### config.mk
export PLATFORM = sky130hd
export DESIGN_NAME = multitap_text_entry
export DESIGN_NICKNAME = d
export VERILOG_FILES = /design/src/rtl/core/mte_pkg.sv /design/src/rtl/core/multitap_text_entry.sv /design/src/rtl/core/mte_ram.sv
export SDC_FILE = /design/constraint.sdc
export NUM_CORES = 1
export LEC_CHECK = 0
export BUFFER_PORTS_ARGS = -buffer_cell sky130_fd_sc_hd__buf_4
export CAP_MARGIN = 20
export CORE_UTILIZATION = 40
export DETAILED_ROUTE_END_ITERATION = 6
export GPL_TIMING_DRIVEN = 0
export PLACE_DENSITY_LB_ADDON = 0.2
export SYNTH_ARGS = -nofsm -noshare
export SYNTH_HDL_FRONTEND = slang
export SYNTH_SLANG_ARGS = --single-unit
### constraint.sdc
create_clock -name aclk -period 6.65 [get_ports aclk]
set_input_delay 0.9975 -clock aclk [delete_from_list [all_inputs] [get_ports aclk]]
set_output_delay 0.9975 -clock aclk [all_outputs]
set_load 0.005 [all_outputs]
### src/rtl/core/mte_pkg.sv
// ----------------------------------------------------------------------------
// mte_pkg
// Types, event codes and the keypad letter table for the multi-tap entry block
// ----------------------------------------------------------------------------
`default_nettype none

package mte_pkg;

    localparam logic [2:0] FN_BEGIN  = 3'd0;
    localparam logic [2:0] FN_KEY    = 3'd1;
    localparam logic [2:0] FN_COMMIT = 3'd2;
    localparam logic [2:0] FN_LEFT   = 3'd3;
    localparam logic [2:0] FN_RIGHT  = 3'd4;
    localparam logic [2:0] FN_DELETE = 3'd5;
    localparam logic [2:0] FN_LOAD   = 3'd6;

    localparam logic [3:0] KEY_MAX   = 4'd9;
    localparam logic [4:0] TAP_LAST  = 5'd19;

    typedef enum logic [2:0] {
        ST_IDLE,
        ST_EXEC,
        ST_SCAN_RD,
        ST_SCAN_CHK,
        ST_RGT_CHK0,
        ST_RGT_CHK1,
        ST_DONE
    } state_t;

    // tap count modulo five, tap count stays below twenty
    function automatic logic [2:0] tap_mod5(input logic [4:0] tap);
        logic [2:0] r;
        begin
            case (tap)
                5'd1, 5'd6, 5'd11, 5'd16: r = 3'd1;
                5'd2, 5'd7, 5'd12, 5'd17: r = 3'd2;
                5'd3, 5'd8, 5'd13, 5'd18: r = 3'd3;
                5'd4, 5'd9, 5'd14, 5'd19: r = 3'd4;
                default:                  r = 3'd0;
            endcase
            return r;
        end
    endfunction

    // letter list of a key, first letter in the top byte, short lists padded
    function automatic logic [39:0] key_row(input logic [3:0] key);
        logic [39:0] row;
        begin
            case (key)
                4'd0:    row = " -&!0";
                4'd1:    row = "/@.,1";
                4'd2:    row = "ABC2 ";
                4'd3:    row = "DEF3 ";
                4'd4:    row = "GHI4 ";
                4'd5:    row = "JKL5 ";
                4'd6:    row = "MNO6 ";
                4'd7:    row = "PQRS7";
                4'd8:    row = "TUV8 ";
                4'd9:    row = "WXYZ9";
                default: row = "     ";
            endcase
            return row;
        end
    endfunction

    function automatic logic [6:0] key_char(input logic [3:0] key, input logic [4:0] tap,
                                            input logic shift);
        logic        long_list;
        logic [2:0]  sel;
        logic [39:0] row;
        logic [7:0]  ch;
        begin
            long_list = (key == 4'd0) || (key == 4'd1) || (key == 4'd7) || (key == 4'd9);
            sel = long_list ? tap_mod5(tap) : {1'b0, tap[1:0]};
            row = key_row(key);
            ch  = row[8 * (3'd4 - sel) +: 8];
            if (!shift && ch >= "A" && ch <= "Z") begin
                ch = ch + 8'd32;
            end
            return ch[6:0];
        end
    endfunction

endpackage

`default_nettype wire

### src/rtl/core/multitap_text_entry.sv
// ----------------------------------------------------------------------------
// multitap_text_entry
// Phone keypad multi-tap editor of a short zero terminated name
// ----------------------------------------------------------------------------
// sequencing: key, commit, left, delete, load and unused codes pass from the execute
// state to the done state, right reads one buffer entry per entry looked at, and
// begin scans the name (the name scan reads one buffer entry a cycle)
// throughput: one transaction in flight; s_ready rises with m_valid when the
// result register is free
// reset: synchronous active low; cursor before first entry, no previous key,
// tap count zero, buffer reads as zero through per-entry valid bits cleared at once
`default_nettype none

module multitap_text_entry
    import mte_pkg::*;
#(
    parameter int NAME_CHARS = 16
) (
    input  wire logic       aclk,
    input  wire logic       aresetn,

    input  wire logic       s_valid,
    output logic            s_ready,
    input  wire logic [2:0] s_func,
    input  wire logic [3:0] s_key_digit,
    input  wire logic       s_shift_on,
    input  wire logic [3:0] s_load_index,
    input  wire logic [7:0] s_load_char,

    output logic            m_valid,
    input  wire logic       m_ready,
    output logic [4:0]      m_cursor_report,
    output logic            m_char_written,
    output logic [3:0]      m_written_index,
    output logic [6:0]      m_written_char
);

    localparam int AW = $clog2(NAME_CHARS);
    localparam int PW = $clog2(NAME_CHARS + 1);
    localparam logic [PW-1:0] POS_MAX  = PW'(NAME_CHARS);
    localparam logic [PW-1:0] POS_ONE  = PW'(1);
    localparam logic [4:0]    RPT_LAST = 5'(NAME_CHARS - 1);

    // position is cursor plus one, so zero means before the first entry
    state_t         state_reg, state_next;
    logic [PW-1:0]  pos_reg, pos_next;
    logic           prev_vld_reg, prev_vld_next;
    logic [3:0]     prev_key_reg, prev_key_next;
    logic [4:0]     tap_reg, tap_next;

    logic [2:0]     func_reg;
    logic [3:0]     key_reg;
    logic           shift_reg;
    logic [3:0]     lidx_reg;
    logic [7:0]     lchr_reg;

    logic [4:0]     res_rpt_reg, res_rpt_next;
    logic           res_wr_reg, res_wr_next;
    logic [3:0]     res_widx_reg, res_widx_next;
    logic [6:0]     res_wchr_reg, res_wchr_next;

    logic           m_valid_reg;
    logic [4:0]     m_rpt_reg;
    logic           m_wr_reg;
    logic [3:0]     m_widx_reg;
    logic [6:0]     m_wchr_reg;

    logic [NAME_CHARS-1:0] valid_reg;
    logic           vld_rd_reg;
    logic           ram_we;
    logic [AW-1:0]  ram_waddr;
    logic [7:0]     ram_wdata;
    logic [AW-1:0]  rd_addr;
    logic [7:0]     ram_rdata;
    logic           rd_nz;

    logic           out_free;
    logic           s_fire;
    logic           key_hit;
    logic [4:0]     tap_inc;
    logic [PW-1:0]  pos_adv;
    logic [PW-1:0]  pos_key;
    logic [4:0]     tap_key;
    logic [6:0]     key_chr;
    logic [PW-1:0]  pos_left;

    mte_ram #(
        .WIDTH (8),
        .DEPTH (NAME_CHARS)
    ) u_store (
        .aclk  (aclk),
        .we    (ram_we),
        .waddr (ram_waddr),
        .wdata (ram_wdata),
        .raddr (rd_addr),
        .rdata (ram_rdata)
    );

    assign s_ready  = (state_reg == ST_IDLE);
    assign s_fire   = s_valid && s_ready;
    assign out_free = !m_valid_reg || m_ready;
    assign rd_nz    = vld_rd_reg && (ram_rdata != 8'd0);

    assign key_hit  = prev_vld_reg && (key_reg == prev_key_reg);
    assign tap_inc  = (tap_reg == TAP_LAST) ? 5'd0 : tap_reg + 5'd1;
    assign pos_adv  = (pos_reg < POS_MAX) ? pos_reg + POS_ONE : pos_reg;
    assign pos_key  = key_hit ? pos_reg : pos_adv;
    assign tap_key  = key_hit ? tap_inc : 5'd0;
    assign key_chr  = key_char(key_reg, tap_key, shift_reg);
    assign pos_left = (prev_vld_reg && pos_reg > POS_ONE) ? pos_reg - POS_ONE : pos_reg;

    always_ff @(posedge aclk) begin
        if (!aresetn) begin
            state_reg    <= ST_IDLE;
            pos_reg      <= '0;
            prev_vld_reg <= 1'b0;
            prev_key_reg <= '0;
            tap_reg      <= '0;
            valid_reg    <= '0;
            vld_rd_reg   <= 1'b0;
        end else begin
            state_reg    <= state_next;
            pos_reg      <= pos_next;
            prev_vld_reg <= prev_vld_next;
            prev_key_reg <= prev_key_next;
            tap_reg      <= tap_next;
            vld_rd_reg   <= valid_reg[rd_addr];
            if (ram_we) begin
                valid_reg[ram_waddr] <= 1'b1;
            end
        end
    end

    // captured transaction and pending result
    always_ff @(posedge aclk) begin
        if (s_fire) begin
            func_reg  <= s_func;
            key_reg   <= s_key_digit;
            shift_reg <= s_shift_on;
            lidx_reg  <= s_load_index;
            lchr_reg  <= s_load_char;
        end
        res_rpt_reg  <= res_rpt_next;
        res_wr_reg   <= res_wr_next;
        res_widx_reg <= res_widx_next;
        res_wchr_reg <= res_wchr_next;
    end

    always_ff @(posedge aclk) begin
        if (!aresetn) begin
            m_valid_reg <= 1'b0;
        end else if (state_reg == ST_DONE && out_free) begin
            m_valid_reg <= 1'b1;
        end else if (m_ready) begin
            m_valid_reg <= 1'b0;
        end
    end

    always_ff @(posedge aclk) begin
        if (state_reg == ST_DONE && out_free) begin
            m_rpt_reg  <= res_rpt_reg;
            m_wr_reg   <= res_wr_reg;
            m_widx_reg <= res_widx_reg;
            m_wchr_reg <= res_wchr_reg;
        end
    end

    always_comb begin
        state_next    = state_reg;
        pos_next      = pos_reg;
        prev_vld_next = prev_vld_reg;
        prev_key_next = prev_key_reg;
        tap_next      = tap_reg;
        res_rpt_next  = res_rpt_reg;
        res_wr_next   = res_wr_reg;
        res_widx_next = res_widx_reg;
        res_wchr_next = res_wchr_reg;
        ram_we        = 1'b0;
        ram_waddr     = '0;
        ram_wdata     = '0;
        rd_addr       = '0;

        case (state_reg)
            ST_IDLE: begin
                if (s_fire) begin
                    state_next = ST_EXEC;
                end
            end

            ST_EXEC: begin
                res_wr_next   = 1'b0;
                res_widx_next = '0;
                res_wchr_next = '0;
                res_rpt_next  = 5'(pos_reg);
                state_next    = ST_DONE;
                case (func_reg)
                    FN_BEGIN: begin
                        prev_vld_next = 1'b0;
                        pos_next      = '0;
                        state_next    = ST_SCAN_RD;
                    end
                    FN_KEY: begin
                        if (key_reg <= KEY_MAX) begin
                            pos_next      = pos_key;
                            tap_next      = tap_key;
                            prev_vld_next = 1'b1;
                            prev_key_next = key_reg;
                            res_rpt_next  = 5'(pos_key) - 5'd1;
                            if (pos_key != '0) begin
                                ram_we        = 1'b1;
                                ram_waddr     = AW'(pos_key - POS_ONE);
                                ram_wdata     = {1'b0, key_chr};
                                res_wr_next   = 1'b1;
                                res_widx_next = 4'(pos_key - POS_ONE);
                                res_wchr_next = key_chr;
                            end
                        end
                    end
                    FN_COMMIT: begin
                        pos_next      = pos_adv;
                        prev_vld_next = 1'b0;
                        tap_next      = '0;
                        res_rpt_next  = 5'(pos_adv) - 5'd1;
                    end
                    FN_LEFT: begin
                        pos_next     = pos_left;
                        res_rpt_next = 5'(pos_left);
                        if (pos_left != '0) begin
                            pos_next      = pos_left - POS_ONE;
                            prev_vld_next = 1'b0;
                            tap_next      = '0;
                            res_rpt_next  = 5'(pos_left - POS_ONE);
                        end
                    end
                    FN_RIGHT: begin
                        if (pos_reg >= POS_MAX) begin
                            res_rpt_next = RPT_LAST;
                        end else if (pos_reg == '0) begin
                            // entry before the first counts as nonzero
                            if (prev_vld_reg) begin
                                prev_vld_next = 1'b0;
                            end else begin
                                rd_addr    = AW'(pos_reg);
                                state_next = ST_RGT_CHK1;
                            end
                        end else begin
                            rd_addr    = AW'(pos_reg - POS_ONE);
                            state_next = ST_RGT_CHK0;
                        end
                    end
                    FN_DELETE: begin
                        if (pos_reg != '0) begin
                            ram_we        = 1'b1;
                            ram_waddr     = AW'(pos_reg - POS_ONE);
                            ram_wdata     = 8'd0;
                            pos_next      = pos_reg - POS_ONE;
                            prev_vld_next = 1'b0;
                            tap_next      = '0;
                            res_rpt_next  = 5'(pos_reg - POS_ONE);
                        end
                    end
                    FN_LOAD: begin
                        if (int'(lidx_reg) < NAME_CHARS) begin
                            ram_we    = 1'b1;
                            ram_waddr = AW'(lidx_reg);
                            ram_wdata = lchr_reg;
                        end
                    end
                    default: begin
                        res_rpt_next = 5'(pos_reg);
                    end
                endcase
            end

            ST_SCAN_RD: begin
                if (pos_reg < POS_MAX) begin
                    rd_addr    = AW'(pos_reg);
                    state_next = ST_SCAN_CHK;
                end else begin
                    res_rpt_next = 5'(pos_reg);
                    state_next   = ST_DONE;
                end
            end

            ST_SCAN_CHK: begin
                if (rd_nz) begin
                    pos_next = pos_reg + POS_ONE;
                    if (pos_reg + POS_ONE < POS_MAX) begin
                        rd_addr = AW'(pos_reg + POS_ONE);
                    end else begin
                        res_rpt_next = 5'(pos_reg + POS_ONE);
                        state_next   = ST_DONE;
                    end
                end else begin
                    res_rpt_next = 5'(pos_reg);
                    state_next   = ST_DONE;
                end
            end

            ST_RGT_CHK0: begin
                if (!rd_nz) begin
                    res_rpt_next = 5'(pos_reg) - 5'd1;
                    state_next   = ST_DONE;
                end else if (prev_vld_reg) begin
                    prev_vld_next = 1'b0;
                    state_next    = ST_DONE;
                end else begin
                    rd_addr    = AW'(pos_reg);
                    state_next = ST_RGT_CHK1;
                end
            end

            ST_RGT_CHK1: begin
                if (rd_nz) begin
                    pos_next      = pos_reg + POS_ONE;
                    prev_vld_next = 1'b0;
                    tap_next      = '0;
                    res_rpt_next  = 5'(pos_reg + POS_ONE);
                end
                state_next = ST_DONE;
            end

            ST_DONE: begin
                if (out_free) begin
                    state_next = ST_IDLE;
                end
            end

            default: begin
                state_next = ST_IDLE;
            end
        endcase
    end

    assign m_valid         = m_valid_reg;
    assign m_cursor_report = m_rpt_reg;
    assign m_char_written  = m_wr_reg;
    assign m_written_index = m_widx_reg;
    assign m_written_char  = m_wchr_reg;

    // cursor never runs past the last entry
    a_pos_range: assert property (@(posedge aclk) disable iff (!aresetn)
        pos_reg <= POS_MAX)
        else $error("cursor position out of range");

    // tap count wraps before twenty
    a_tap_range: assert property (@(posedge aclk) disable iff (!aresetn)
        tap_reg <= TAP_LAST)
        else $error("tap count out of range");

    // a remembered key is always a digit
    a_prev_digit: assert property (@(posedge aclk) disable iff (!aresetn)
        prev_vld_reg |-> (prev_key_reg <= KEY_MAX))
        else $error("previous key not a digit");

    // the buffer is only written while a transaction is first executed
    a_write_exec: assert property (@(posedge aclk) disable iff (!aresetn)
        ram_we |-> (state_reg == ST_EXEC))
        else $error("buffer write outside execute step");

    // a result is only presented after a transaction has finished
    a_result_done: assert property (@(posedge aclk) disable iff (!aresetn)
        $rose(m_valid_reg) |-> ($past(state_reg) == ST_DONE))
        else $error("result raised without a finished transaction");

endmodule

`default_nettype wire

### src/rtl/core/mte_ram.sv
// ----------------------------------------------------------------------------
// mte_ram
// Generic single write port RAM with one registered read port
// ----------------------------------------------------------------------------
`default_nettype none

module mte_ram #(
    parameter int WIDTH = 8,
    parameter int DEPTH = 16
) (
    input  wire logic                     aclk,
    input  wire logic                     we,
    input  wire logic [$clog2(DEPTH)-1:0] waddr,
    input  wire logic [WIDTH-1:0]         wdata,
    input  wire logic [$clog2(DEPTH)-1:0] raddr,
    output logic      [WIDTH-1:0]         rdata
);

    logic [WIDTH-1:0] mem [DEPTH];

    always_ff @(posedge aclk) begin
        if (we) begin
            mem[waddr] <= wdata;
        end
        rdata <= mem[raddr];
    end

endmodule

`default_nettype wire

==> impl_metrics.json <==
{
  "status": "complete, but fails checks",
  "violations": "design-rule violations",
  "cts_resized": 2,
  "skew_ps": 19.2,
  "antenna_cells": 0,
  "post-route-period-util": 0.910,
  "postSynth.asyncResetShare": 0,
  "cts_tree": "built",
  "die_y_um": 180,
  "cts-root-buf": "clkbuf_16",
  "final_core_util": 0.468,
  "drcViolationCount": 2,
  "total_power_mw": 4.78,
  "startpoint_type": "register",
  "finalWirelength_um": 34700,
  "clkSlewWorstSetupHoldPaths_ps": 60,
  "hold_buffers": 0,
  "gp_congestion": 0.953,
  "cp_top_family": "compound AO/OA/AOI/OAI gates",
  "ys.flop_type": "edfxtp_1",
  "ioPinCount": 43,
  "nets": 1307,
  "core_area_um2": 30800,
  "synth-seq-cells": 253,
  "grt_pass1_vias": 9195,
  "crit_slowest_cell": "edfxtp_1",
  "crit_start": "key_reg[1]",
  "synth-seq-area-share": 0.546,
  "setup-violations-final": 0,
  "path_max_fanout": 16,
  "worstMarginPinSlew_ps": 1060,
  "reg2reg_from": "key_reg[1]",
  "timing.rr.end": "u_store.mem[5][5]",
  "cts_setup_buffers": 0,
  "start_util": 0.409,
  "worst-endpoint-required_ps": 6980,
  "crit_arrival_ps": 6390,
  "max_freq_ghz": 0.165,
  "power_density_nw_per_um2": 331,
  "synth_edf_count": 182,
  "final_cell_mix": "edfxtp_1 (182), nand2_1 (139), nor2_1 (86)",
  "fin_cells": 1672,
  "grt-ovfl-total": 0,
  "dp_hpwl_um": 25000,
  "grt_start_max_net_pins": 27,
  "cts_buffers": 28,
  "peakVddDrop_mv": 0.214,
  "die_area_um2": 32300,
  "insertion_delay_ps": 570,
  "clkSinkCount": 253,
  "cts_max_level": 1,
  "slew_headroom": 0.288,
  "whs_endpoint": "m_written_index[0]",
  "grt_usage": 0.214,
  "antenna_found_initial": 0,
  "fill_cells": 2854,
  "reg2reg_slack_ps": 600,
  "leakage_nw": 5.00,
  "die_w_um": 180,
  "mostFrequentLayoutCell": "edfxtp_1",
  "syn-mean-instance-area_um2": 10.7,
  "period_needed_ps": 6050,
  "min_path_cells": 0,
  "path_buf_inv": 4,
  "maxCapViolCount": 0,
  "yosysWarnings": 0,
  "worstHoldStart": "res_widx_reg[0]",
  "drtAntennaViolNets": 0,
  "drt-initial-drc-count": 818,
  "vias": 9540,
  "final_hold_viol_count": 0,
  "synth_cell_types": 97,
  "numPortBuffers": 41,
  "grt_pass1_wl_um": 53800,
  "critPathKind": "reg2reg",
  "dpl.cell_count": 1620,
  "crit_chain": "xnor2_1 -> nand3_1 -> nor2_4 -> nand2_1 -> inv_1 -> ha_1 -> a21boi_0 -> a311oi_1 -> o22ai_1 -> a21oi_2 -> buf_6 -> buf_8 -> ha_1 -> inv_1 -> or2_1 -> a41oi_2 -> and2b_1 -> ha_1 -> nor4_1 -> o311a_4 -> a21bo_2",
  "synth_nets": 1231,
  "synth_cells": 1178,
  "routedWlPerCell_um": 20.7,
  "hp-class": "reg2reg",
  "drt_pass1_iterations": 7,
  "rsz0062_at_grt": "false",
  "rr_worst_depth": 21,
  "fp-row-count": 64,
  "cpMostUsedCell": "ha_1",
  "syn_area_um2": 12600,
  "cp-end-kind": "register",
  "area_growth_pct": 14.2,
  "slew_viol_final": 0,
  "clockBufferDepth": 3,
  "slowest_delay_ps": 500,
  "viasPerCell": 5.71,
  "drive_gt1_frac": 0.117
}
==> how the worst max path moves through the flow <==
stage	endpoint	slack, ps	cells after the start
finish	u_store.mem[5][5]	600	21
global route	u_store.mem[7][5]	90	22
CTS	u_store.mem[15][6]	50	22
detailed placement	u_store.mem[15][6]	-530	22
global placement	u_store.mem[15][6]	-380	22
floorplan	u_store.mem[0][6]	1140	23
==> per-stage QoR <==
step	cell area [um^2]	TNS [ps]	worst slack, ps	hold slack, ps
finish	14400	0	597	413
global route	14400	0	90.9	425
CTS	14400	0	53.9	417
detailed placement	13500	-9570	-525	406
global placement	13400	-8240	-377	403
floorplan	12600	0	1140	400
==> synthesized netlist by cell type, types with 4 or more instances <==
cell,instances,area (um^2)
ha_1,29,363
buf_2,15,75.1
o22ai_1,10,62.6
nor4_1,5,31.3
a31oi_1,24,150
o21a_1,19,143
or3_1,4,25.0
edfxtp_1,182,5470
nor2_1,87,327
inv_1,28,105
a221o_1,4,40.0
a21o_1,6,45.0
a311oi_1,20,175
nand3b_1,7,52.6
o31ai_1,4,30.0
a21oi_1,78,390
a211o_1,6,52.6
mux2i_1,18,180
clkbuf_1,46,173
and2_1,30,188
nor3_1,21,105
o21ai_1,5,25.0
nand4_1,4,25.0
buf_1,5,18.8
a311o_1,4,40.0
dfxtp_1,71,1420
o221ai_1,4,35.0
xor2_1,4,35.0
and2_0,19,119
o21ai_0,33,165
nand3_1,26,130
or2_2,4,25.0
nand2_1,139,522
nor2b_1,21,131
o211ai_1,8,60.1
nand2b_1,14,87.6
xnor2_1,20,175
a21boi_0,8,60.1
or2_1,5,31.3
a211oi_1,50,375
and3_1,7,43.8
==> power by group <==
group	switching (mW)	internal, mW	leakage, nW
Combinational	0.839	0.430	2.44
Sequential	0.0868	1.92	2.12
Clock	0.640	0.861	0.441
==> per-layer routing <==
| metal | track usage | part of all wire | up-vias |
|---|---|---|---|
| li1 | - | - | 4547 |
| met1 | 0.302 | 0.46 | 4586 |
| met2 | 0.343 | 0.45 | 350 |
| met3 | 0.0361 | 0.067 | 57 |
| met4 | 0.0503 | 0.021 | 0 |
| met5 | 0 | 0 | - |
==> final cells by class <==
class	count	area, um^2	area share
Timing Repair Buffer	47	375	0.0260
Clock inverter	10	81.3	0.00564
Multi-Input combinational cell	824	5320	0.369
Tap cell	396	495	0.0344
Inverter	29	109	0.00755
Buffer	71	329	0.0228
Sequential cell	253	6890	0.478
Clock buffer	42	825	0.0572
==> kinds of logic after synthesis <==
kind of cell             synth area share
multiplexers                       0.0202
AND/OR/NAND/NOR                     0.161
flip-flops                          0.546
buffers and inverters              0.0348
XOR/XNOR                           0.0188
adder cells (fa/ha/maj)            0.0288
AO/OA/AOI/OAI                       0.191
Note: power is estimated with default switching activity, not from simulation.
